$ cat src/sv/hav_pkg.sv
package hav_pkg;

	// datapath widths
	localparam int ROT_W   = 32;  // rotation CORDIC x, y, z
	localparam int VEC_W   = 34;  // vectoring CORDIC x, y
	localparam int W_BITS  = 34;  // offset angle word fed to the phase divider
	localparam int DIV_BITS = 4;  // quotient bits per divider cell
	localparam int REM_W   = 10;  // divider remainder, span is at most 720
	localparam int SQ_STEPS = 31; // root bits of a 62-bit radicand
	localparam int SQ_REM_W = 34;
	localparam int DIST_W  = 26;

	localparam logic signed [ROT_W-1:0] GAIN_Q30 = 32'sd652032874;
	localparam logic [30:0] ONE_Q30 = 31'h4000_0000;
	localparam logic [30:0] PI_Q29  = 31'd1686629713;
	localparam logic [DIST_W-1:0] DIST_MAX = '1;
	localparam logic [15:0] RADIUS_RESET = 16'd6371;

	// arctangent of 2^-i in binary angle units, 2^32 per turn
	localparam logic [31:0] ATAN_TAB [32] = '{
		32'h20000000, 32'h12E4051E, 32'h09FB385B, 32'h051111D4,
		32'h028B0D43, 32'h0145D7E1, 32'h00A2F61E, 32'h00517C55,
		32'h0028BE53, 32'h00145F2F, 32'h000A2F98, 32'h000517CC,
		32'h00028BE6, 32'h000145F3, 32'h0000A2FA, 32'h0000517D,
		32'h000028BE, 32'h0000145F, 32'h00000A30, 32'h00000518,
		32'h0000028C, 32'h00000146, 32'h000000A3, 32'h00000051,
		32'h00000029, 32'h00000014, 32'h0000000A, 32'h00000005,
		32'h00000003, 32'h00000001, 32'h00000001, 32'h00000000
	};

	typedef struct packed {
		logic signed [ROT_W-1:0] x;
		logic signed [ROT_W-1:0] y;
		logic signed [ROT_W-1:0] z;
		logic [1:0]              quad;
	} rot_t;

	typedef struct packed {
		logic signed [VEC_W-1:0] x;
		logic signed [VEC_W-1:0] y;
		logic signed [ROT_W-1:0] z;
	} vec_t;

	typedef struct packed {
		logic [SQ_REM_W-1:0] rem;
		logic [SQ_STEPS-1:0] root;
		logic [2*SQ_STEPS-1:0] op;
	} sqrt_t;

endpackage

$ cat src/sv/hav_sqrt_cell.sv
module hav_sqrt_cell
	import hav_pkg::*;
(
	input  logic  clk,
	input  logic  en,
	input  sqrt_t d_i,
	output sqrt_t d_q
);

	sqrt_t d_c;

	// one root bit from the next bit pair of the radicand
	always_comb begin
		logic [SQ_REM_W-1:0] r2, trial;
		r2    = {d_i.rem[SQ_REM_W-3:0], d_i.op[2*SQ_STEPS-1 -: 2]};
		trial = {1'b0, d_i.root, 2'b01};
		d_c.op = {d_i.op[2*SQ_STEPS-3:0], 2'b00};
		if (r2 >= trial) begin
			d_c.rem  = r2 - trial;
			d_c.root = {d_i.root[SQ_STEPS-2:0], 1'b1};
		end else begin
			d_c.rem  = r2;
			d_c.root = {d_i.root[SQ_STEPS-2:0], 1'b0};
		end
	end

	always_ff @(posedge clk) begin
		if (en) begin
			d_q <= d_c;
		end
	end

endmodule

$ cat config.mk
export PLATFORM = sky130hd
export DESIGN_NAME = hav_sqrt_cell
export DESIGN_NICKNAME = d
export VERILOG_FILES = /design/src/sv/hav_pkg.sv /design/src/sv/hav_sqrt_cell.sv
export SDC_FILE = /design/constraint.sdc
export NUM_CORES = 1
export LEC_CHECK = 0
export BUFFER_PORTS_ARGS = -buffer_cell sky130_fd_sc_hd__buf_2
export CORE_MARGIN = 2
export CORE_UTILIZATION = 30
export DETAILED_ROUTE_END_ITERATION = 8
export GPL_ROUTABILITY_DRIVEN = 1
export PLACE_DENSITY_LB_ADDON = 0.2
export SLEW_MARGIN = 15
export SYNTH_ARGS = -nofsm -noshare
export SYNTH_HDL_FRONTEND = slang
export SYNTH_SLANG_ARGS = --single-unit
$ cat constraint.sdc
create_clock -name clk -period 3.2 [get_ports clk]
set_clock_uncertainty 0.1 [all_clocks]
set_input_delay 0.32 -clock clk [delete_from_list [all_inputs] [get_ports clk]]
set_output_delay 0.32 -clock clk [all_outputs]
set_load 0.01 [all_outputs]
Word level (Yosys, flattened, before mapping)
Cells that the tools add are included.
{"block": "totals", "in_bits": 129, "regBits": 125}
{"block": "op_classes", "order_cmp": 1, "add_sub_neg": 1, "muxes": 1}
{"cell": "$mux 65", "count": 1}
{"cell": "$ge 34x33->1", "count": 1}
{"cell": "$sub 34x33->34", "count": 1}

Depth between registers and ports, before layout
{"block": "logic_depth", "word_depth": 2, "ltp_mapped": 14, "depth_no_buf": 11}

Least setup slack after synthesis
Ideal clock, no wire load.
{"block": "synth_timing", "kind": "in2reg", "from": "in d_i[62] in the netlist's numbering", "to": "reg d_q[125] in the netlist's numbering (data pin)", "arrival_time_ns": 2.339, "stages": 11, "path_slack_ns": 0.504, "path_buffers": 1, "cell_sequence": "inv_1 > ha_1 > nor2b_4 > o31a_1 > o31ai_2 > a21oi_2 > o211a_4 > o21ai_4 > buf_6 > a31oi_1 > a32o_1"}
{"element": "start, declared", "line": "hav_sqrt_cell.sv:6", "rtl": "input sqrt_t d_i,"}
{"element": "end signal, assigned", "line": "hav_sqrt_cell.sv:29", "rtl": "d_q <= d_c;"}
{"element": "end, declared", "line": "hav_sqrt_cell.sv:7", "rtl": "output sqrt_t d_q"}

==> results.md <==
- Outcome: completed
- Pin count of the biggest net entering global routing: 66
- Multiplexer area fraction after synthesis: 0.00504
- Setup TNS: 0 ns
- Largest register by flop count: d_q
- X dimension of the die: 148 um
- Reg power frac: 0.405
- Layout overhead on the synthesized area: 51.3%
- IO Port Bufs: 251
- Chip Height: 148 um
- Complex-gate fraction of the synthesized area: 0.147
- Int Pwr: 3.60 mW
- Syn Area/Cell: 12.2 um2
- Upper clock frequency limit: 325 MHz
- Row count: 52
- Num ports: 256
- Routability-driven placement congestion ratio: 0.829
- Post-synthesis cell type with the largest combined area: sky130_fd_sc_hd__edfxtp_1
- Portion of the post-synthesis area used by sequential elements: 0.605
- Distinct cell type count after synthesis: 58
- Setup-failing EPs final: 0
- CTS clk-pin slew, worst paths: 0.06 ns
- Maximum net fanout on the critical path: 5
- Final period demand of the worst path: 3.08 ns
- Ratio of cells with drive above 1 in the final layout: 0.370
- Combinational power share: 0.218
- Post-detailed-route count of antenna-violating nets: 0
- Highest-delay cell along the critical path: sky130_fd_sc_hd__dlygate4sd3_1
- Clock tree from TritonCTS: done
- Max IR drop VDD: 316 uV
- Largest register FFs: 125
- GR Overflow Total: 0
- Worst EP required: 3.27 ns
- Ratio of total power to cell area: 538 nW/um2
- RSZ-0062 raised after global routing: false
- Cells along the critical path: dlygate4sd3_1 -> buf_2 -> inv_1 -> ha_1 -> a21o_1 -> o41ai_4 -> a21oi_4 -> o211ai_2 -> a21oi_1 -> or3_1 -> a32o_1
- Top cells by count, synth: 125 x sky130_fd_sc_hd__edfxtp_1, 43 x sky130_fd_sc_hd__inv_1, 40 x sky130_fd_sc_hd__a21oi_1, 38 x sky130_fd_sc_hd__nor2_1, 37 x sky130_fd_sc_hd__nand2_1
- Number of synthesized flops with an enable pin: 125
- Grt met2 use: 0.271
- Met3 Use GR: 0.0519
- Router iterations before antenna repair: 4
- Critical Path Stages: 11
- CTS root buffer: sky130_fd_sc_hd__clkbuf_16
- Cell area after placement: 7830 um2
- Setup WS pre-CTS: 0.0467 ns
- Via count of the first global-routing pass: 5,212
- Met1 Resource Use GR: 0.203
- CP peak stage delay: 0.52 ns
- Post-synthesis instance area: 6210 um2
- Final clock period utilization by the worst path: 0.963
- Maximum capacitance violations: 0
- Synth Instances: 508
- Worst Path Arrival: 3.15 ns
- Number of synthesized register bits: 125
- Total core area: 20,300 um2
- Vias per cell: 4.62
- Switching Fraction: 0.288
- Adder-cell share of the synthesized area: 0.0665
- Full die area: 21,900 um2
- Part of the power in the clock network: 0.378
- Worst Path Class, Setup: primary input to flip-flop
- Critical path endpoint category: flip-flop
- Most used flip-flop cell after synthesis: sky130_fd_sc_hd__edfxtp_1
- Clock Path Buffers: 2
- Global-route wire length before repair: 27,600 um
- Net switching power: 1.46 mW
- First DRT Iteration DRCs: 246
- Ant diodes: 0
- Total track usage: 0.164
- Crit path capture: d_q[125]$_DFFE_PP_
- Area of all placed cells without fillers: 9390 um2
- Critical path buffer and inverter count: 3
- Routed vias: 5,309
- Final wirelength: 18,500 um
- Start point of the critical path: d_i[69]
- Cells taking the most area after synthesis: sky130_fd_sc_hd__edfxtp_1 60%, sky130_fd_sc_hd__ha_1 6.7%, sky130_fd_sc_hd__a21oi_1 3.2%
- Area share of the largest cell type after synthesis: 0.605
- Hold_sp: d_i[71]
- Library cell with the highest instance count after synthesis: sky130_fd_sc_hd__edfxtp_1
- Static Leakage: 4.15 nW
- Total Nets Final: 1,029
- Startpoint class of the critical path: primary input
- Main combinational cell family by area after synthesis: compound AO/OA/AOI/OAI gates
- Setup WS post-layout: 0.120 ns
- Initial antenna violation count: 2
- Wire per inst: 16.1 um
- Starting density of the core: 0.306
- Post-DP HPWL: 13,300 um
- Min-delay worst type: primary input to flip-flop
- Synthesized-area fraction occupied by and/or/nand/nor cells: 0.100
- DRC viols: 0
- Final-report max-slew violation count: 0
- Delay-heaviest family, CP: compound AO/OA/AOI/OAI gates
- Warning count from the yosys run: 0
- Post-synthesis xor/xnor area fraction: 0.0310
- Share of synthesized flip-flops with an asynchronous set or reset: 0
- Clock sinks: 125
- TritonCTS Buffers: 17
- Most utilized layer in the global route result: met2
- Registers with the highest flip-flop counts: d_q (125)
- Final hold violation count: 0
- Max H-tree Level: 4
kinds of logic after synthesis:
logic type | Yosys count
adder cells (fa/ha/maj) | 33
flip-flops | 125
AO/OA/AOI/OAI | 133
XOR/XNOR | 22
multiplexers | 3
other | 1
buffers and inverters | 60
AND/OR/NAND/NOR | 131
per-stage QoR:
| step | total power [mW] | utilization | hold WS [ns] | instances |
|---|---|---|---|---|
| after floorplan | 2.64 | - | 0.319 | 509 |
| final | 5.06 | 0.463 | 0.0194 | 1150 |
| after CTS | 5.08 | 0.457 | 0.000592 | 1145 |
| after detailed placement | 3.06 | 0.386 | 0.398 | 1027 |
| after global placement | 3.05 | 0.386 | 0.396 | 1027 |
| after global routing | 5.31 | 0.463 | 0.00403 | 1150 |
cell type report:
cell class | instances | area, um2
tap | 270 | 338
timing repair buffer | 355 | 2320
multi-input combinational | 324 | 2250
sequential | 125 | 3750
clock buffer | 17 | 425
fill | 1934 | 10900
clock inverter | 15 | 149
inverter | 44 | 165
cells in the final DEF, fill, tap and decap left out, drive strengths merged, types with 5 or more instances in the layout:
cell type,instances
a211oi,7
a21o,16
a21oi,44
and3,5
buf,267
clkbuf,18
dlygate4sd3,87
edfxtp,125
ha,33
inv,52
nand2,37
nand3,13
nand4,6
nor2,40
nor3,10
o211ai,6
o21ai,26
o31ai,8
or3,6
xnor2,10
xor2,12
repair_timing:
item	CTS	global route
hold buffers	86	1
setup endpoints to repair	0	21
hold endpoints to repair	86	1
setup buffers	0	3
resized for setup	0	12
per-layer routing:
metal / wire, um / vias to the layer above / share of wire
met5: 27 / - / 0.0015
met4: 314 / 4 / 0.017
met3: 1470 / 22 / 0.079
met2: 8670 / 198 / 0.47
met1: 8050 / 2472 / 0.43
li1: - / 2613 / -
power groups by stage:
stage / sequential [mW] / combinational, mW / clock, mW
after floorplan: 2.18 / 0.464 / 0
final: 2.05 / 1.10 / 1.91
after global placement: 2.08 / 0.975 / 0
after global routing: 2.06 / 1.21 / 2.03
after detailed placement: 2.08 / 0.979 / 0
after CTS: 2.05 / 1.07 / 1.97
how the worst min path moves through the flow:
stage,to,cells past startpoint,slack (ns)
2_1_floorplan,d_q[10]$_DFFE_PP_,0,0.32
3_3_place_gp,d_q[10]$_DFFE_PP_,1,0.40
3_5_place_dp,d_q[46]$_DFFE_PP_,1,0.40
4_1_cts,d_q[66]$_DFFE_PP_,1,0.0006
5_1_grt,d_q[72]$_DFFE_PP_,1,0.004
6_report,d_q[72]$_DFFE_PP_,1,0.02
Power figures use the tool's default switching activity.
