===== src/sv/hav_pkg.sv =====
package hav_pkg;

	// datapath widths
	localparam int ROT_W   = 32;  // rotation CORDIC x, y, z
	localparam int VEC_W   = 34;  // vectoring CORDIC x, y
	localparam int W_BITS  = 34;  // offset angle word fed to the phase divider
	localparam int DIV_BITS = 4;  // quotient bits per divider cell
	localparam int REM_W   = 10;  // divider remainder, span is at most 720
	localparam int SQ_STEPS = 31; // root bits of a 62-bit radicand
	localparam int SQ_REM_W = 34;
	localparam int DIST_W  = 26;

	localparam logic signed [ROT_W-1:0] GAIN_Q30 = 32'sd652032874;
	localparam logic [30:0] ONE_Q30 = 31'h4000_0000;
	localparam logic [30:0] PI_Q29  = 31'd1686629713;
	localparam logic [DIST_W-1:0] DIST_MAX = '1;
	localparam logic [15:0] RADIUS_RESET = 16'd6371;

	// arctangent of 2^-i in binary angle units, 2^32 per turn
	localparam logic [31:0] ATAN_TAB [32] = '{
		32'h20000000, 32'h12E4051E, 32'h09FB385B, 32'h051111D4,
		32'h028B0D43, 32'h0145D7E1, 32'h00A2F61E, 32'h00517C55,
		32'h0028BE53, 32'h00145F2F, 32'h000A2F98, 32'h000517CC,
		32'h00028BE6, 32'h000145F3, 32'h0000A2FA, 32'h0000517D,
		32'h000028BE, 32'h0000145F, 32'h00000A30, 32'h00000518,
		32'h0000028C, 32'h00000146, 32'h000000A3, 32'h00000051,
		32'h00000029, 32'h00000014, 32'h0000000A, 32'h00000005,
		32'h00000003, 32'h00000001, 32'h00000001, 32'h00000000
	};

	typedef struct packed {
		logic signed [ROT_W-1:0] x;
		logic signed [ROT_W-1:0] y;
		logic signed [ROT_W-1:0] z;
		logic [1:0]              quad;
	} rot_t;

	typedef struct packed {
		logic signed [VEC_W-1:0] x;
		logic signed [VEC_W-1:0] y;
		logic signed [ROT_W-1:0] z;
	} vec_t;

	typedef struct packed {
		logic [SQ_REM_W-1:0] rem;
		logic [SQ_STEPS-1:0] root;
		logic [2*SQ_STEPS-1:0] op;
	} sqrt_t;

endpackage


===== src/sv/hav_vec_cell.sv =====
module hav_vec_cell
	import hav_pkg::*;
#(
	parameter int IDX = 0
) (
	input  logic clk,
	input  logic en,
	input  vec_t d_i,
	output vec_t d_q
);

	vec_t d_c;

	// rotate the vector onto the x axis, sum the angle
	always_comb begin
		logic signed [VEC_W-1:0] sx, sy;
		logic signed [ROT_W-1:0] at;
		sx = d_i.x >>> IDX;
		sy = d_i.y >>> IDX;
		at = signed'(ATAN_TAB[IDX]);
		if (!d_i.y[VEC_W-1]) begin
			d_c.x = d_i.x + sy;
			d_c.y = d_i.y - sx;
			d_c.z = d_i.z + at;
		end else begin
			d_c.x = d_i.x - sy;
			d_c.y = d_i.y + sx;
			d_c.z = d_i.z - at;
		end
	end

	always_ff @(posedge clk) begin
		if (en) begin
			d_q <= d_c;
		end
	end

endmodule


===== config.mk =====
export PLATFORM = sky130hd
export DESIGN_NAME = hav_vec_cell
export DESIGN_NICKNAME = d
export VERILOG_FILES = /design/src/sv/hav_pkg.sv /design/src/sv/hav_vec_cell.sv
export SDC_FILE = /design/constraint.sdc
export NUM_CORES = 1
export LEC_CHECK = 0
export BUFFER_PORTS_ARGS = -buffer_cell sky130_fd_sc_hd__buf_2
export CORE_UTILIZATION = 55
export CTS_BUF_LIST = sky130_fd_sc_hd__clkbuf_16
export DETAILED_ROUTE_END_ITERATION = 8
export PLACE_DENSITY = 0.86
export SYNTH_ARGS = -nofsm -noshare
export SYNTH_HDL_FRONTEND = slang
export SYNTH_SLANG_ARGS = --single-unit
export TNS_END_PERCENT = 10

===== constraint.sdc =====
create_clock -name clk -period 4.5 [get_ports clk]
set_input_delay 0.45 -clock clk [delete_from_list [all_inputs] [get_ports clk]]
set_output_delay 0.45 -clock clk [all_outputs]
set_load 0.02 [all_outputs]

After elaboration in Yosys (flattened, before gate mapping)
Cells that the tools add are included.

operators by class
  muxes and demuxes = 1
  $add $sub $neg = 5

operators with widths
  operator                                              number
  two-way mux 100 bit                                   1
  subtractor 34 bit                                     2
  adder 34 bit                                          1
  adder 32 x 31 -> 32 bit (second input constant)       1
  subtractor 32 x 31 -> 32 bit (second input constant)  1

storage, ports and cells
  logic and storage cells = 9
  output and inout bits = 100
  bits in registers = 100

Longest topological paths before layout
Gate-level depths: netlist (run 1).

  word-level depth = 2
  gate-level depth with buffers = 12
  gate-level depth less buffers = 11

Worst setup path before layout (run 1)
No wires, ideal clock.

  path type = input to register
  from = in d_i[32] (netlist name)
  to = reg d_q[64] (netlist name), data pin
  data arrival time = 2549 ps
  path slack = 1693 ps
  stages on the path = 10
  data required time = 4242 ps
  path through = ha_1 > fa_1 > and2b_4 > o211ai_2 > a32oi_4 > a311oi_2 > nor3_2 > o311a_1 > a31oi_1 > xnor2_1

RTL lines
  item                  RTL line            source
  from (decl)           hav_vec_cell.sv:8   input vec_t d_i,
  to (signal assigned)  hav_vec_cell.sv:34  d_q <= d_c;
  to (decl)             hav_vec_cell.sv:9   output vec_t d_q

==> metrics, run 1 <==
status finished clean; clk slew on worst S/H paths 0.08 ns; # DRC 0; hold path start d_i[23]; HPWL Detailed 22.1 mm; chip width 132 um; final hold viol count 0; Max Cap Violations 0; combinational power share 0.394; IO buf count 201; Final Net Count 1436; CTS Hold Bufs 0; setup TNS 0 ns; # IOs 202; vias per cell 6.14; DRT Wirelength 28.3 mm; Main synth FF type edfxtp_1; htree depth 3; Die Footprint 0.0175 mm2; Slew Limit Fails 0; Iter 0 DRT Violations 1135; CP Launch Type input port; critical path peak fanout 13; Overflow after GRT 0; routability cong. 0.987; Worst Max-Slew Pin Slew 0.972 ns; Synth Net Count 1262; core area 0.0166 mm2; max FFs per register 99; n_diodes 0; Synth Instances 1056; clk sinks 99; initial antenna violation count 0; WS Path Type input port to flop; Final ANT Viol Nets 0; register bit total from synthesis 99; Filler cells 1460; Netlist cell types 82; WP data required 4.57 ns; Area after DPL 0.0104 mm2; Rows 47; Worst Setup End Kind flop; total track usage 0.320; design area 0.0107 mm2; biggest regs d_q: 99 flops; Max Buffers Root-to-Sink 2; CTS root buffer clkbuf_16; period utilization 0.713; Switching Share 0.383; Hold Path End d_q[23]$_DFFE_PP_; Post-synth ARST share 0; largest net degree at the start of global routing 74; total number of vias 8931; Setup-failing EPs final 0; RSZ-0062 raised after global routing no; number of gates resized after cts 0; Mapped Area 0.00936 mm2; Reg power frac 0.362; WHS Path Cells 1; worst vdd ir 207 uV; First-pass DRT Iterations 7; final std cells w/o fill 1455; yosys warns 0; Post-synth EDFFs 99; P_sw 0.00130 W; PwrDens 315 mW/mm2; Synth area leader edfxtp_1; Period minus WS final 3.21 ns; register area share after synthesis 0.318; Max Clk Rate 312 MHz; clock power share 0.244; first-pass GRT wire length 44.1 mm; Worst slew margin 0.346; post-synth top area share 0.318; worst min-delay path class input port to flop; postcts setup bufs 0; LEAKAGE 4.71 nW; drt wl/cell 19.4 um; vias in the first global route 8289; largest cells by area after synthesis edfxtp_1 (32%), ha_1 (13%), a21oi_1 (5.5%), xnor2_1 (5.4%), inv_1 (4.4%); total CTS buffers 9; CTS tree yes; Placed Cells 1439; layout cell share with drive strength beyond 1 0.212; Starting Density 0.564; DIE HEIGHT 132 um; P&R area growth vs syn 14.5%; CP arrival 3.28 ns; syn_area_per_cell 8.86 um2; Int Power 0.00208 W; Largest Register d_q
## logic make-up (layout without fill, tap and decap cells)
logic type / after synthesis / count (layout) / share of synthesized area
AO/OA/AOI/OAI: 350 / 350 / 0.248
AND/OR/NAND/NOR: 260 / 260 / 0.137
buffers and inverters: 162 / 341 / 0.0765
adder cells (fa/ha/maj): 104 / 104 / 0.142
flip-flops: 99 / 99 / 0.318
XOR/XNOR: 61 / 61 / 0.0571
multiplexers: 20 / 20 / 0.0215
## through the flow
step	power (W)	hold WS [ns]	setup slack (ns)	util
floorplan	0.00213	0.549	1.69	-
global placement	0.00253	0.627	1.03	0.628
detailed placement	0.00254	0.628	1.04	0.628
CTS	0.00336	0.249	1.40	0.646
global route	0.00352	0.249	1.14	0.646
finish	0.00338	0.258	1.29	0.646
## worst max-delay path, stage by stage
cell and delay (ns):
buf_2 0.10, inv_1 0.04, ha_1 0.56, nor3_1 0.17
o21ai_0 0.13, o21ai_1 0.19, a2111oi_4 0.45, o21ai_1 0.32
a221o_1 0.40, xnor2_1 0.34, a21oi_1 0.12
## power by group through the flow
stage	Sequential (W)	Clock (W)	Combinational [W]
final	0.00122	0.000826	0.00133
after global routing	0.00123	0.000863	0.00143
after CTS	0.00122	0.000833	0.00131
after detailed placement	0.00124	0	0.00130
after global placement	0.00124	0	0.00129
after floorplan	0.00142	0	0.000717
## routing by layer
layer | vias up | global-route usage | wire length [um]
met1 | 4143 | 0.442 | 11900
met5 | - | 0 | 0
li1 | 4179 | - | -
met2 | 542 | 0.513 | 12800
met3 | 67 | 0.0548 | 2900
met4 | 0 | 0.0977 | 742
## placed cells by master (no fill, tap or decap), types with 9 or more instances in the layout
| master | instances |
|---|---|
| a21oi_1 | 103 |
| ha_1 | 100 |
| o21a_1 | 12 |
| a21o_1 | 14 |
| o211ai_1 | 10 |
| nand2b_1 | 10 |
| buf_2 | 200 |
| nand2_1 | 47 |
| o21bai_1 | 20 |
| o21ai_1 | 11 |
| nand4_1 | 17 |
| nand3_1 | 23 |
| a211oi_1 | 10 |
| inv_1 | 110 |
| clkbuf_16 | 9 |
| a31oi_1 | 17 |
| nor3_1 | 21 |
| o21ai_0 | 69 |
| nor2_1 | 88 |
| xnor2_1 | 58 |
| edfxtp_1 | 99 |
| o31ai_1 | 18 |
| mux2i_1 | 19 |
## worst max path at each step
stage | depth (start not counted) | start | to | slack [ns]
after global placement | 11 | d_i[41] | d_q[49]$_DFFE_PP_ | 1.03
final | 11 | d_i[41] | d_q[49]$_DFFE_PP_ | 1.29
after detailed placement | 11 | d_i[41] | d_q[49]$_DFFE_PP_ | 1.04
after CTS | 11 | d_i[41] | d_q[49]$_DFFE_PP_ | 1.40
after floorplan | 10 | d_i[32] | d_q[64]$_DFFE_PP_ | 1.69
after global routing | 11 | d_i[41] | d_q[97]$_DFFE_PP_ | 1.14
## synthesized netlist by cell type, types with 12 or more instances
cell and number:
inv_1 110, a21oi_1 103, ha_1 100, edfxtp_1 99, nor2_1 88, o21ai_0 69, xnor2_1 58, nand2_1 47
nand3_1 23, nor3_1 21, o21bai_1 20, mux2i_1 19, clkbuf_1 18, o31ai_1 18, a31oi_1 17, nand4_1 17
a21o_1 14, buf_2 12, o21a_1 12
## cell type report
type	instances	area, um2	area share
flip-flops and latches	99	2970	0.277
well taps	220	275	0.0257
clock inverters	7	73.8	0.00689
clock buffers	9	225	0.0210
repair buffers	208	1060	0.0990
inverters	117	439	0.0410
multi-input cells	795	5670	0.529
Power figures use the tool's default switching activity.
==> run 2, diff against run 1 <==
--- a/config.mk
+++ b/config.mk
@@ -6,10 +6,10 @@
 export NUM_CORES = 1
 export LEC_CHECK = 0
 export BUFFER_PORTS_ARGS = -buffer_cell sky130_fd_sc_hd__buf_2
-export CORE_UTILIZATION = 55
+export CORE_UTILIZATION = 51
 export CTS_BUF_LIST = sky130_fd_sc_hd__clkbuf_16
 export DETAILED_ROUTE_END_ITERATION = 8
-export PLACE_DENSITY = 0.86
+export PLACE_DENSITY = 0.83
 export SYNTH_ARGS = -nofsm -noshare
 export SYNTH_HDL_FRONTEND = slang
 export SYNTH_SLANG_ARGS = --single-unit
==> constraint.sdc (replaced) <==
create_clock -name clk -period 2.91 [get_ports clk]
set_input_delay 0.291 -clock clk [delete_from_list [all_inputs] [get_ports clk]]
set_output_delay 0.291 -clock clk [all_outputs]
set_load 0.02 [all_outputs]
==> metrics, run 2 (synthesis results as in run 1) <==
first-pass GRT wire length 47.4 mm; clk sinks 99; worst vdd ir 323 uV; total number of vias 9621; # DRC 0; layout cell share with drive strength beyond 1 0.315; Worst slew margin 0.506; Filler cells 1499; n_diodes 0; WS Path Type input port to flop; IO buf count 201; CP Launch Type input port; CTS Hold Bufs 0; Max Cap Violations 0; postcts setup bufs 0; highest-count cells in the layout ignoring fill and taps buf_2 (200), buf_4 (187), inv_1 (109), a21oi_1 (102), ha_1 (100); Crit. path cell count 12; DRT Wirelength 30.7 mm; chip width 137 um; WHS Path Cells 1; Worst Max-Slew Pin Slew 0.735 ns; max FFs per register 99; Starting Density 0.521; vias per cell 5.85; Overflow after GRT 0; commonest non-fill, non-tap cell in the layout buf_2; Hold WS 0.0981 ns; period utilization 0.948; Slew Limit Fails 0; Placed Cells 1629; clk slew on worst S/H paths 0.08 ns; fin util 0.675; CP dominant cell by count a311oi_2; Max Buffers Root-to-Sink 2; Rows 49; Setup-failing EPs final 0; P_sw 0.00207 W; Final Net Count 1617; FF/Latch Area 0.00297 mm2; drt wl/cell 18.7 um; CP max-delay cell a211o_2; Int Power 0.00349 W; Max Clk Rate 363 MHz; DIE HEIGHT 137 um; biggest regs d_q: 99 flops; LEAKAGE 5.59 nW; Largest Register d_q; core area 0.0180 mm2; PwrDens 459 mW/mm2; setup TNS 0 ns; Period minus WS final 2.76 ns; final hold viol count 0; WP buf/inv 3; vias in the first global route 9166; final std cells w/o fill 1644; largest net degree at the start of global routing 74; Final ANT Viol Nets 0; CTS root buffer clkbuf_16; Crit path max-delay family compound AO/OA/AOI/OAI gates; initial antenna violation count 0; total power 0.00557 W; Worst Setup End Kind flop; Crit path largest cell delay 0.39 ns; P&R area growth vs syn 29.5%; Switching Share 0.373; status finished clean; area of the multi-input gates 0.00568 mm2; CP arrival 2.87 ns; total track usage 0.328; worst min-delay path class input port to flop; Iter 0 DRT Violations 912; Die Footprint 0.0189 mm2; htree depth 3; clock power share 0.228; Reg power frac 0.341; total CTS buffers 9; critical path cell sequence buf_2, inv_1, ha_1, and2b_4, o211ai_2, a32oi_4, a311oi_2, buf_4, o21a_1, a211o_2, a311oi_2, nor4b_2; critical path peak fanout 6; combinational power share 0.432; # IOs 202; routability cong. 0.968; First-pass DRT Iterations 8; WP data required 3.03 ns; CTS tree yes; HPWL Detailed 24.7 mm
## run 2: worst paths after layout
kind | to | from | slack [ns]
worst max-delay path | d_q[58]$_DFFE_PP_ | d_i[34] | 0.15
worst min-delay path | d_q[23]$_DFFE_PP_ | d_i[23] | 0.1
## run 2: metal layers
layer	track usage	vias to the layer above	routed length, um
met4	0.129	0	975
met3	0.0500	70	2810
met1	0.447	4460	13000
met2	0.520	564	13900
met5	0	-	0
li1	-	4527	-
## run 2: final cells by class
cell class,instances,share of cell area
sequential,99,0.245
multi-input combinational,795,0.468
clock buffer,9,0.0186
inverter,117,0.0362
clock inverter,6,0.00599
tap,229,0.0236
timing repair buffer,389,0.202
## run 2: power groups by stage
stage | Sequential, W | Clock, W | Combinational, W
3_5_place_dp | 0.00193 | 0 | 0.00235
2_1_floorplan | 0.00219 | 0 | 0.00111
5_1_grt | 0.00192 | 0.00133 | 0.00258
6_report | 0.00190 | 0.00127 | 0.00240
3_3_place_gp | 0.00192 | 0 | 0.00231
4_1_cts | 0.00190 | 0.00128 | 0.00236
## run 2: what timing repair did
action,CTS,global route
hold endpoints to repair,0,0
endpoints found under the setup margin,0,3
gates resized for setup,0,2
## run 2: per-stage QoR
step | area, um2 | setup slack [ns]
2_1_floorplan | 9360 | 0.262
3_3_place_gp | 11800 | -0.108
3_5_place_dp | 11800 | -0.126
4_1_cts | 12100 | 0.223
5_1_grt | 12100 | -0.00309
6_report | 12100 | 0.152
==> run 3, diff against run 2 <==
--- a/config.mk
+++ b/config.mk
@@ -5,7 +5,7 @@
 export SDC_FILE = /design/constraint.sdc
 export NUM_CORES = 1
 export LEC_CHECK = 0
-export BUFFER_PORTS_ARGS = -buffer_cell sky130_fd_sc_hd__buf_2
+export BUFFER_PORTS_ARGS = -buffer_cell sky130_fd_sc_hd__buf_4
 export CORE_UTILIZATION = 51
 export CTS_BUF_LIST = sky130_fd_sc_hd__clkbuf_16
 export DETAILED_ROUTE_END_ITERATION = 8
==> metrics, run 3 (synthesis results as in run 1) <==
total track usage 0.325; Worst Setup End Kind flop; CP arrival 2.93 ns; Die Footprint 0.0189 mm2; routability cong. 0.998; First-pass DRT Iterations 6; Starting Density 0.521; biggest regs d_q: 99 flops; setup TNS 0 ns; RSZ-0062 raised after global routing no; CTS root buffer clkbuf_16; clk sinks 99; n_diodes 0; final hold viol count 0; DRT Wirelength 31.0 mm; Worst slew margin 0.556; Max Buffers Root-to-Sink 2; total number of vias 9670; htree depth 3; highest-count cells in the layout ignoring fill and taps buf_4 (384), inv_1 (111), a21oi_1 (103), ha_1 (100), edfxtp_1 (99); HPWL Detailed 25.1 mm; Max Clk Rate 356 MHz; # IOs 202; hold path start d_i[23]; IO buf count 201; initial antenna violation count 0; largest net degree at the start of global routing 60; commonest non-fill, non-tap cell in the layout buf_4; PwrDens 456 mW/mm2; WS Path Type input port to flop; period utilization 0.965; Filler cells 1421; vias in the first global route 8967; CP Launch Type input port; status finished clean; max FFs per register 99; DIE HEIGHT 137 um; CTS tree yes; crit path launch d_i[32]; area of the multi-input gates 0.00567 mm2; CTS Hold Bufs 0; vias per cell 5.89; P&R area growth vs syn 34.8%; LEAKAGE 5.77 nW; postcts setup bufs 0; core area 0.0180 mm2; Final ANT Viol Nets 0; worst min-delay path class input port to flop; layout cell share with drive strength beyond 1 0.313; critical path peak fanout 4; Period minus WS final 2.81 ns; Hold WS 0.101 ns; Setup-failing EPs final 0; WP data required 3.03 ns; Slew Limit Fails 0; Overflow after GRT 0; first-pass GRT wire length 46.5 mm; worst vdd ir 308 uV; Worst Max-Slew Pin Slew 0.666 ns; Iter 0 DRT Violations 982; chip width 137 um; Max Cap Violations 0; drt wl/cell 18.9 um; FF/Latch Area 0.00297 mm2; total CTS buffers 9; Rows 49; clk slew on worst S/H paths 0.08 ns; Largest Register d_q; Final Net Count 1615; # DRC 0
==> run 3: power breakdown <==
part / internal (W) / switching, W
Sequential: 0.00184 / 0.0000701
Combinational: 0.00113 / 0.00143
Clock: 0.000678 / 0.000608
Total: 0.00365 / 0.00211
==> run 3: area by class of cell <==
class,instances,area share
clock buffer,9,0.0179
clock inverter,7,0.00595
inverter,117,0.0348
multi-input combinational,795,0.450
sequential,99,0.236
tap,229,0.0227
timing repair buffer,387,0.233
==> run 3: per-layer routing <==
| metal | share of wire | up-vias | track usage |
|---|---|---|---|
| li1 | - | 4535 | - |
| met1 | 0.42 | 4531 | 0.428 |
| met2 | 0.45 | 533 | 0.524 |
| met3 | 0.098 | 71 | 0.0581 |
| met4 | 0.033 | 0 | 0.134 |
| met5 | 0 | - | 0 |
==> run 3: critical path, stage by stage <==
cell,delay (ns)
buf_4,0.13
ha_1,0.24
fa_1,0.45
and2b_4,0.20
o211ai_2,0.22
a32oi_4,0.16
a311oi_1,0.35
buf_4,0.19
o21a_1,0.18
a211o_2,0.21
a41oi_2,0.13
xnor2_1,0.17
==> run 3: metrics by stage <==
step	util	cells	instance area (um2)	worst slack, ns	power (W)
final	0.702	1643	12600	0.103	0.00576
after global routing	0.702	1643	12600	0.00733	0.00600
after floorplan	-	1056	9360	0.262	0.00330
after global placement	0.685	1627	12300	-0.290	0.00441
after CTS	0.702	1643	12600	0.0789	0.00572
after detailed placement	0.685	1627	12300	-0.292	0.00445
==> run 3: path summary, 6_finish.rpt <==
path / endpoint / slack (ns) / depth (start not counted)
worst max-delay path: d_q[92]$_DFFE_PP_ / 0.10 / 12
worst min-delay path: d_q[23]$_DFFE_PP_ / 0.10 / 1
==> run 3: what timing repair did <==
action / 4_1_cts / 5_1_grt
endpoints found under the setup margin: 0 / 5
gates resized for setup: 0 / 2
endpoints found under the hold margin: 0 / 0
