<file path="src/sv/hav_pkg.sv">
package hav_pkg;

	// datapath widths
	localparam int ROT_W   = 32;  // rotation CORDIC x, y, z
	localparam int VEC_W   = 34;  // vectoring CORDIC x, y
	localparam int W_BITS  = 34;  // offset angle word fed to the phase divider
	localparam int DIV_BITS = 4;  // quotient bits per divider cell
	localparam int REM_W   = 10;  // divider remainder, span is at most 720
	localparam int SQ_STEPS = 31; // root bits of a 62-bit radicand
	localparam int SQ_REM_W = 34;
	localparam int DIST_W  = 26;

	localparam logic signed [ROT_W-1:0] GAIN_Q30 = 32'sd652032874;
	localparam logic [30:0] ONE_Q30 = 31'h4000_0000;
	localparam logic [30:0] PI_Q29  = 31'd1686629713;
	localparam logic [DIST_W-1:0] DIST_MAX = '1;
	localparam logic [15:0] RADIUS_RESET = 16'd6371;

	// arctangent of 2^-i in binary angle units, 2^32 per turn
	localparam logic [31:0] ATAN_TAB [32] = '{
		32'h20000000, 32'h12E4051E, 32'h09FB385B, 32'h051111D4,
		32'h028B0D43, 32'h0145D7E1, 32'h00A2F61E, 32'h00517C55,
		32'h0028BE53, 32'h00145F2F, 32'h000A2F98, 32'h000517CC,
		32'h00028BE6, 32'h000145F3, 32'h0000A2FA, 32'h0000517D,
		32'h000028BE, 32'h0000145F, 32'h00000A30, 32'h00000518,
		32'h0000028C, 32'h00000146, 32'h000000A3, 32'h00000051,
		32'h00000029, 32'h00000014, 32'h0000000A, 32'h00000005,
		32'h00000003, 32'h00000001, 32'h00000001, 32'h00000000
	};

	typedef struct packed {
		logic signed [ROT_W-1:0] x;
		logic signed [ROT_W-1:0] y;
		logic signed [ROT_W-1:0] z;
		logic [1:0]              quad;
	} rot_t;

	typedef struct packed {
		logic signed [VEC_W-1:0] x;
		logic signed [VEC_W-1:0] y;
		logic signed [ROT_W-1:0] z;
	} vec_t;

	typedef struct packed {
		logic [SQ_REM_W-1:0] rem;
		logic [SQ_STEPS-1:0] root;
		logic [2*SQ_STEPS-1:0] op;
	} sqrt_t;

endpackage

</file>
<file path="src/sv/hav_rot_cell.sv">
module hav_rot_cell
	import hav_pkg::*;
#(
	parameter int IDX = 0
) (
	input  logic clk,
	input  logic en,
	input  rot_t d_i,
	output rot_t d_q
);

	rot_t d_c;

	// rotate toward zero residual angle
	always_comb begin
		logic signed [ROT_W-1:0] sx, sy, at;
		sx = d_i.x >>> IDX;
		sy = d_i.y >>> IDX;
		at = signed'(ATAN_TAB[IDX]);
		d_c.quad = d_i.quad;
		if (!d_i.z[ROT_W-1]) begin
			d_c.x = d_i.x - sy;
			d_c.y = d_i.y + sx;
			d_c.z = d_i.z - at;
		end else begin
			d_c.x = d_i.x + sy;
			d_c.y = d_i.y - sx;
			d_c.z = d_i.z + at;
		end
	end

	always_ff @(posedge clk) begin
		if (en) begin
			d_q <= d_c;
		end
	end

endmodule

</file>
<file path="config.mk">
export PLATFORM = sky130hd
export DESIGN_NAME = hav_rot_cell
export DESIGN_NICKNAME = d
export VERILOG_FILES = /design/src/sv/hav_pkg.sv /design/src/sv/hav_rot_cell.sv
export SDC_FILE = /design/constraint.sdc
export NUM_CORES = 1
export LEC_CHECK = 0
export ABC_CLOCK_PERIOD_IN_PS = 5700
export BUFFER_PORTS_ARGS = -buffer_cell sky130_fd_sc_hd__buf_2
export CAP_MARGIN = 10
export CORE_ASPECT_RATIO = 2
export CORE_MARGIN = 3
export CORE_UTILIZATION = 60
export CTS_CLUSTER_DIAMETER = 120
export DETAILED_ROUTE_END_ITERATION = 16
export HOLD_SLACK_MARGIN = 0.06
export PLACE_DENSITY = 0.88
export SYNTH_ARGS = -nofsm -noshare
export SYNTH_HDL_FRONTEND = slang
export SYNTH_SLANG_ARGS = --single-unit
</file>
<file path="constraint.sdc">
create_clock -name clk -period 5.7 [get_ports clk]
set_input_delay 0.285 -clock clk [delete_from_list [all_inputs] [get_ports clk]]
set_output_delay 0.285 -clock clk [all_outputs]
set_load 0.02 [all_outputs]
</file>
# Word level (Yosys, flattened, before mapping)
# Cells that the tools add are included.
# word_totals
regBits,98
input_bits,100
word_cells,10
# op_classes
addsub,5
n_mux,1
# ops
op,count
$mux W96,1
$sub A32 B32 Y32,2
$add A32 B31 Y32 const B,1
$add A32 B32 Y32,1
$sub A32 B31 Y32 const B,1

# Longest topological paths before layout
# Gate-level depths: netlist of the first run.
# depth
word_depth,2
ltp_mapped,12

# Worst setup path after synthesis of the first run
# Ideal clock, no wire load.
# synth_timing
path_kind,input -> register
startpoint,input port d_i[37] (netlist bit)
endpoint,register d_q[64] (netlist bit) (data pin)
t_arrival_ns,2.381
setup_time_ns,0.268
required_time_ns,5.432
slack_ns,3.051
cell_stages,12
path_buffers,1
cell_sequence,inv_1 ha_1 buf_4 a21o_1 a2111oi_2 o211ai_1 nand2_2 o211ai_1 a221oi_2 o2111a_1 a21oi_1 xor2_1
# synth_rtl
item,line,text
from (decl),hav_rot_cell.sv:8,"input rot_t d_i,"
to (signal assigned),hav_rot_cell.sv:34,d_q <= d_c;
to (decl),hav_rot_cell.sv:9,output rot_t d_q

==> flow_summary.ini, run 1 <==
[status]
status = completed

[cts]
cts.reportedPaths.clkPinSlew_ns = 0.09
root_buffer = clkbuf_16
numCtsBuffers = 9
h-tree-depth = 3
post_cts_resized = 0
numClockSinks = 97
cts_hold_buffers = 0
cts_tree = built
postCtsSetupBuffers = 0
clock_path_buffers = 2

[worst_setup_path]
slowest_stage = o31ai_1
worst-path-buf-inv = 2
worstPathCellList = buf_2 -> inv_1 -> ha_1 -> nor2_1 -> nand2_1 -> a31oi_2 -> o31ai_1 -> o31ai_2 -> a41oi_1 -> a21oi_1 -> xnor2_1
arrival_ns = 3.39
worstSetupPathType = primary input to flip-flop
endpoint_kind = flip-flop
required_ns = 5.79
cp_max_fo = 14
crit_family = compound AO/OA/AOI/OAI gates
cpPeakStageDelay_ns = 0.93
start_kind = primary input

[sta]
worstMarginPinSlew_ns = 1.08
grt_setup_unrepaired = no
fmax_mhz = 303
hold_viol = 0
tns_ns = 0
fin_crit_sh_pct = 57.8
setup_viol = 0
layout_setup_ws_ns = 2.40
slew_headroom_pct = 27.5
final-max-slew-violation-count = 0
min_period_ns = 3.30

[route]
firstDrtPassIters = 5
num_vias = 7719
viasPerCell = 6.05
drc = 0
drt-total-wl_mm = 26.1
initialDrtViolationCount = 505
ant_nets = 0
wl_per_cell_um = 20.4

[cells_and_area]
regMostFlops = d_q
fin_nets = 1283
largest_reg_flops = 97
layout-drive-gt1-share_pct = 23.0
top_regs = d_q x97
diodes = 0
syn_to_final_growth_pct = 15.9

[logic_synthesis]
synth_top_family_by_area = compound AO/OA/AOI/OAI gates
yosys-top-cells-count = 101 x a21oi_1, 97 x edfxtp_1, 94 x ha_1
synth-compound-area-share_pct = 23.7
yosys.area.top_type_share_pct = 34.7
synth_fa_ha_area_share_pct = 14.9
synth_cell_types = 81
synth_area_um2 = 8400
synth_area_leaders = edfxtp_1 35%, ha_1 14%, a21oi_1 6.0%
syn_inst = 915
yosysTopAreaCell = edfxtp_1
synth_mux_area_share_pct = 1.43
synthXorXnorAreaFrac_pct = 6.25
ys_warn_count = 0
yosysMostFrequentCell = a21oi_1
ys_seq_area_share_pct = 34.7
synth_seq_cells = 97
synth_fp_nets = 1113
avgSynthCellArea_um2 = 9.19
synthFlopType = edfxtp_1
yosys.area_share.simple_pct = 12.3
synth_edf_count = 97
async_reset_ff_share_pct = 0

[global_route]
grt_pass1_wl_mm = 39.6
grt_busiest_layer = met2
grt.overflow.total = 0
grt_util_met1_pct = 31.3
antenna_found_initial = 0
met2_usage_pct = 61.3
grtUsageMet3_pct = 4.47
grtUsageTotal_pct = 33.5
grt_max_degree = 78
grt_pass1_vias = 7829

[min_path]
worstHoldStart = d_i[10]
min_path_type = primary input to flip-flop
hold_depth = 1
min_to = d_q[10]

[place]
place_ws_ns = 2.33
routabilityCongestion = 1.07
dp_hpwl_mm = 20.7
portBuffers = 197

[run]
cap_violations = 0

[pwr]
power.leakage_nw = 4.34
powerDensity_nw_per_um2 = 255
ir_drop_mv = 0.153

[floorplan]
io_pins = 198
fp.coreArea_um2 = 13600
initial_utilization_pct = 61.9
fp.dieH_um = 173
die_x_um = 89.7
die_area_um2 = 15500
rows = 60
==> through the flow <==
stage          total power, mW  utilization [%]  cells  hold WS, ns  cell area (µm²)
3_5_place_dp              1.87             69.5   1260        0.463             9450
2_1_floorplan             1.57                -    915        0.384             8400
3_3_place_gp              1.86             69.5   1260        0.461             9450
6_report                  2.48             71.7   1276       0.0885             9740
5_1_grt                   2.59             71.7   1276       0.0966             9740
4_1_cts                   2.47             71.7   1276       0.0960             9740
==> logic make-up after synthesis <==
logic type | Yosys count
AO/OA/AOI/OAI | 296
AND/OR/NAND/NOR | 213
buffers and inverters | 139
adder cells (fa/ha/maj) | 98
flip-flops | 97
XOR/XNOR | 60
multiplexers | 12
==> worst max-delay path by stage <==
stage	slack, ns	to	start	cells past startpoint
global placement	2.38	d_q[95]	d_i[38]	12
finish	2.40	d_q[53]	d_i[38]	11
detailed placement	2.33	d_q[53]	d_i[38]	11
global route	2.31	d_q[53]	d_i[37]	11
floorplan	3.05	d_q[64]	d_i[37]	12
CTS	2.69	d_q[53]	d_i[38]	11
==> per-layer routing <==
metal,wire [µm],share of wire [%],up-vias
li1,-,-,3619
met1,8190,31,3561
met2,14100,54,398
met3,1450,5.6,141
met4,2310,8.8,0
met5,0,0,-
==> where the power goes <==
| part | internal [mW] | switching [mW] |
|---|---|---|
| registers | 0.916 | 0.0242 |
| logic | 0.323 | 0.609 |
| clock network | 0.305 | 0.305 |
| total | 1.54 | 0.939 |
==> area by class of cell <==
cell class | count | area [µm²]
clock buffer | 9 | 225
clock inverter | 7 | 61.3
sequential | 97 | 2910
multi-input combinational | 679 | 4930
fill | 1093 | 3850
inverter | 98 | 368
tap | 186 | 233
timing repair buffer | 200 | 1010
==> layout by cell type (no fill, tap or decap), types with 46 or more instances in the layout <==
master and instances:
xnor2_1 50, o21ai_0 51, inv_1 90, a21oi_1 101, nor2_1 78, nand2_1 46
ha_1 94, edfxtp_1 97, buf_2 196
Power figures use the tool's default switching activity.
==> run 2: changes to the inputs <==
--- a/config.mk
+++ b/config.mk
@@ -5,16 +5,16 @@
 export SDC_FILE = /design/constraint.sdc
 export NUM_CORES = 1
 export LEC_CHECK = 0
-export ABC_CLOCK_PERIOD_IN_PS = 5700
+export ABC_CLOCK_PERIOD_IN_PS = 2950
 export BUFFER_PORTS_ARGS = -buffer_cell sky130_fd_sc_hd__buf_2
 export CAP_MARGIN = 10
 export CORE_ASPECT_RATIO = 2
 export CORE_MARGIN = 3
-export CORE_UTILIZATION = 60
+export CORE_UTILIZATION = 50
 export CTS_CLUSTER_DIAMETER = 120
 export DETAILED_ROUTE_END_ITERATION = 16
 export HOLD_SLACK_MARGIN = 0.06
-export PLACE_DENSITY = 0.88
+export PLACE_DENSITY = 0.78
 export SYNTH_ARGS = -nofsm -noshare
 export SYNTH_HDL_FRONTEND = slang
 export SYNTH_SLANG_ARGS = --single-unit
==> constraint.sdc (replaced) <==
create_clock -name clk -period 2.95 [get_ports clk]
set_input_delay 0.1475 -clock clk [delete_from_list [all_inputs] [get_ports clk]]
set_output_delay 0.1475 -clock clk [all_outputs]
set_load 0.02 [all_outputs]
==> run 2 against run 1 <==
Effect of this change: clock-buffer cell count unchanged; critical path type unchanged; clock power increased by 80%; final area increased by 13%; combinational power increased by 120%.
==> flow_summary.ini, run 2 (same netlist as run 1, synthesis figures left out) <==
[status]
status = completed

[cts]
clock_path_buffers = 2
root_buffer = clkbuf_16
h-tree-depth = 3
numCtsBuffers = 9
cts_tree = built
numClockSinks = 97
postCtsSetupBuffers = 0
cts.reportedPaths.clkPinSlew_ns = 0.07

[pwr]
switching_share_pct = 36.5
p_seq_share_pct = 36.3
ir_drop_mv = 0.360
power.leakage_nw = 5.07
finalPower_mw = 5.01
p_sw_mw = 1.83
powerDensity_nw_per_um2 = 454
combPwrFrac_pct = 41.6
p_int_mw = 3.18
power_frac_clock_pct = 22.0

[sta]
worstMarginPinSlew_ns = 0.825
min_period_ns = 2.71
setup_viol = 0
hold_viol = 0
fmax_mhz = 369
fin_crit_sh_pct = 91.8
tns_ns = 0
slew_headroom_pct = 45.0
whs_ns = 0.0631
layout_setup_ws_ns = 0.243
final-max-slew-violation-count = 0
grt_setup_unrepaired = no

[place]
routabilityCongestion = 0.965
dp_cells = 1406
post_dp_cell_area_um2 = 10400
portBuffers = 197
dp_hpwl_mm = 23.2
place_ws_ns = -0.110

[cells_and_area]
layout-drive-gt1-share_pct = 30.3
diodes = 0
fin_nets = 1442
final_cells = 1453
fillers = 1383
final_common_cell = buf_2
layout_common_cells = 196 x buf_2, 131 x buf_4, 101 x a21oi_1
fin_area_um2 = 11000
fin_util_pct = 67.4
top_regs = d_q x97
syn_to_final_growth_pct = 31.2
largest_reg_flops = 97
regMostFlops = d_q
seqCellArea_um2 = 2910
multi_input_area_um2 = 4930

[route]
firstDrtPassIters = 5
ant_nets = 0
wl_per_cell_um = 19.8
initialDrtViolationCount = 483
viasPerCell = 5.78
drc = 0
drt-total-wl_mm = 28.8
num_vias = 8400

[worst_setup_path]
slowest_stage = a2111oi_0
endpoint_kind = flip-flop
worstPathCellList = buf_2 -> inv_1 -> ha_1 -> fa_1 -> nor2b_1 -> o31ai_2 -> a21oi_1 -> o41ai_2 -> buf_4 -> buf_4 -> nor2_1 -> a2111oi_0 -> a21oi_1 -> xnor2_1
arrival_ns = 2.82
worstSetupPathType = primary input to flip-flop
cpPeakStageDelay_ns = 0.56
cp_max_fo = 4
required_ns = 3.06
start_kind = primary input

[floorplan]
die_x_um = 97.7
io_pins = 198
fp.coreArea_um2 = 16400
initial_utilization_pct = 51.4
fp.dieH_um = 189
die_area_um2 = 18500
rows = 66

[global_route]
grt_pass1_wl_mm = 44.1
grtUsageTotal_pct = 30.7
grt_max_degree = 70
antenna_found_initial = 0
grt_pass1_vias = 8742
grt.overflow.total = 0

[min_path]
min_path_type = primary input to flip-flop

[run]
cap_violations = 0
==> run 2: changes by cell type in the layout (fill, tap and decap cells not counted), sizes merged <==
cell         previous run  this run
inv                   100        99
dlygate4sd3             0        31
buf                   200       328
clkinvlp                0         1
==> run 2: cell type report <==
cell class                 instances  share of cell area [%]
multi-input combinational        679                    44.7
timing repair buffer             359                    20.8
tap                              204                    2.32
inverter                          98                    3.34
clock inverter                     7                   0.386
sequential                        97                    26.4
clock buffer                       9                    2.04
==> run 2: critical path, delay by kind of cell <==
kind	cells	cell delay, ns
compound gates	5	1.41
xor+xnor	1	0.19
fa+ha+maj	2	0.42
buf+inv	4	0.50
simple gates	2	0.14
==> run 2: what timing repair did <==
action / in CTS / in global routing
gates resized for setup: 0 / 0
endpoints found under the hold margin: 31 / 0
hold buffers: 31 / 0
==> run 2: power by group through the flow <==
stage	registers, mW	clock network, mW	logic (mW)
2_1_floorplan	2.10	0	0.936
3_3_place_gp	1.84	0	2.00
3_5_place_dp	1.85	0	2.03
4_1_cts	1.82	1.12	2.07
5_1_grt	1.84	1.18	2.23
6_report	1.82	1.10	2.08
==> run 2: per-layer routing <==
| metal | vias to the layer above | share of wire [%] | routed length, µm | track usage, % |
|---|---|---|---|---|
| li1 | 3935 | - | - | - |
| met1 | 3928 | 31 | 8880 | 26.8 |
| met2 | 395 | 55 | 15800 | 59.0 |
| met3 | 142 | 5.0 | 1430 | 3.72 |
| met4 | 0 | 9.3 | 2690 | 27.3 |
| met5 | - | 0 | 0 | 0 |
==> run 2: worst paths after layout <==
| path | from | endpoint | slack (ns) | depth (start not counted) |
|---|---|---|---|---|
| worst max-delay path | d_i[66] | d_q[80] | 0.24 | 14 |
| worst min-delay path | d_i[31] | d_q[31] | 0.06 | 2 |
==> run 3: changes to the inputs <==
--- a/config.mk
+++ b/config.mk
@@ -13,7 +13,7 @@
 export CORE_UTILIZATION = 50
 export CTS_CLUSTER_DIAMETER = 120
 export DETAILED_ROUTE_END_ITERATION = 16
-export HOLD_SLACK_MARGIN = 0.06
+export HOLD_SLACK_MARGIN = 0.15
 export PLACE_DENSITY = 0.78
 export SYNTH_ARGS = -nofsm -noshare
 export SYNTH_HDL_FRONTEND = slang
==> run 3 against run 2 <==
Effect of this change: final cell count hardly changed; worst setup slack worse by 0.018 ns; fmax is 0.67% lower; first-iteration DRC count is 5.0% higher.
==> flow_summary.ini, run 3 (same netlist as run 1, synthesis figures left out) <==
[status]
status = completed

[sta]
final-max-slew-violation-count = 0
setup_viol = 0
worstMarginPinSlew_ns = 0.818
whs_ns = 0.171
min_period_ns = 2.73
tns_ns = 0
slew_headroom_pct = 45.5
fin_crit_sh_pct = 92.4
fmax_mhz = 367
hold_viol = 0
grt_setup_unrepaired = no

[worst_setup_path]
endpoint_kind = flip-flop
cp_max_fo = 4
startpoint = d_i[66]
arrival_ns = 2.83
required_ns = 3.06
worstSetupPathType = primary input to flip-flop
start_kind = primary input

[cells_and_area]
layout-drive-gt1-share_pct = 30.2
final_cells = 1454
syn_to_final_growth_pct = 31.3
regMostFlops = d_q
fin_area_um2 = 11000
largest_reg_flops = 97
top_regs = d_q x97
fin_nets = 1443
layout_common_cells = 196 x buf_2, 131 x buf_4, 101 x a21oi_1
final_common_cell = buf_2
diodes = 0

[floorplan]
fp.dieH_um = 189
initial_utilization_pct = 51.4
die_area_um2 = 18500
fp.coreArea_um2 = 16400
io_pins = 198
die_x_um = 97.7
rows = 66

[run]
cap_violations = 0

[route]
num_vias = 8361
drc = 0
initialDrtViolationCount = 507
ant_nets = 0
wl_per_cell_um = 19.8
drt-total-wl_mm = 28.7
viasPerCell = 5.75
firstDrtPassIters = 8

[place]
dp_hpwl_mm = 23.2
dp_cells = 1406
portBuffers = 197
routabilityCongestion = 0.965
post_dp_cell_area_um2 = 10400

[cts]
numClockSinks = 97
clock_path_buffers = 2
numCtsBuffers = 9
cts_tree = built
root_buffer = clkbuf_16
cts.reportedPaths.clkPinSlew_ns = 0.07
h-tree-depth = 3
postCtsSetupBuffers = 0

[pwr]
switching_share_pct = 36.5
powerDensity_nw_per_um2 = 453
finalPower_mw = 5.00
combPwrFrac_pct = 41.7
power_frac_clock_pct = 22.0
p_sw_mw = 1.83
ir_drop_mv = 0.358
p_seq_share_pct = 36.4
p_int_mw = 3.18
power.leakage_nw = 5.08

[global_route]
grt.overflow.total = 0
grt_util_met1_pct = 26.8
grt_pass1_vias = 8748
met2_usage_pct = 59.1
grt_pass1_wl_mm = 44.1
grt_max_degree = 70
grt_busiest_layer = met2
grtUsageMet3_pct = 3.69
antenna_found_initial = 0
grtUsageTotal_pct = 30.7

[min_path]
worstHoldStart = d_i[32]
min_path_type = primary input to flip-flop
-- run 3: cell count changes in the layout (fill, tap and decap cells not counted) --
cell / change
dlygate4sd3_1: +1
-- run 3: layer usage --
layer | vias up | routed length [µm] | share of wire [%]
li1 | 3936 | - | -
met1 | 3904 | 8970 | 31
met4 | 0 | 2700 | 9.4
met2 | 381 | 15800 | 55
met3 | 140 | 1320 | 4.6
met5 | - | 0 | 0
-- run 3: path summary, 6_finish.rpt --
check	endpoint	slack, ns	cells past startpoint
min	d_q[32]	0.17	2
max	d_q[80]	0.22	14
-- run 3: per-stage QoR --
step	setup WS, ns	utilization [%]
2_1_floorplan	0.438	-
3_3_place_gp	-0.0357	63.9
3_5_place_dp	-0.110	63.9
4_1_cts	0.263	67.5
5_1_grt	0.0314	67.5
6_report	0.225	67.5
-- run 3: critical path, stage by stage --
cell and delay, ns:
buf_2 0.12, inv_1 0.08, ha_1 0.18, fa_1 0.24
nor2b_1 0.09, o31ai_2 0.32, a21oi_1 0.16, o41ai_2 0.26
buf_4 0.19, buf_4 0.12, nor2_1 0.06, a2111oi_0 0.56
a21oi_1 0.11, xnor2_1 0.19
-- run 3: timing repair --
action	CTS	global route
hold buffers	32	0
hold endpoints to repair	32	0
resized for setup	0	0
-- run 3: power groups by stage --
| stage | combinational (mW) | clock [mW] | sequential (mW) |
|---|---|---|---|
| finish | 2.08 | 1.10 | 1.82 |
| global route | 2.23 | 1.18 | 1.84 |
| CTS | 2.07 | 1.12 | 1.82 |
| detailed placement | 2.03 | 0 | 1.85 |
| global placement | 2.00 | 0 | 1.84 |
| floorplan | 0.936 | 0 | 2.10 |
-- run 3: final cells by class --
cell class / instances / area, µm²
well taps: 204 / 255
flip-flops and latches: 97 / 2910
repair buffers: 360 / 2300
clock inverters: 7 / 42.5
fillers: 1382 / 5320
multi-input cells: 679 / 4930
inverters: 98 / 368
clock buffers: 9 / 225
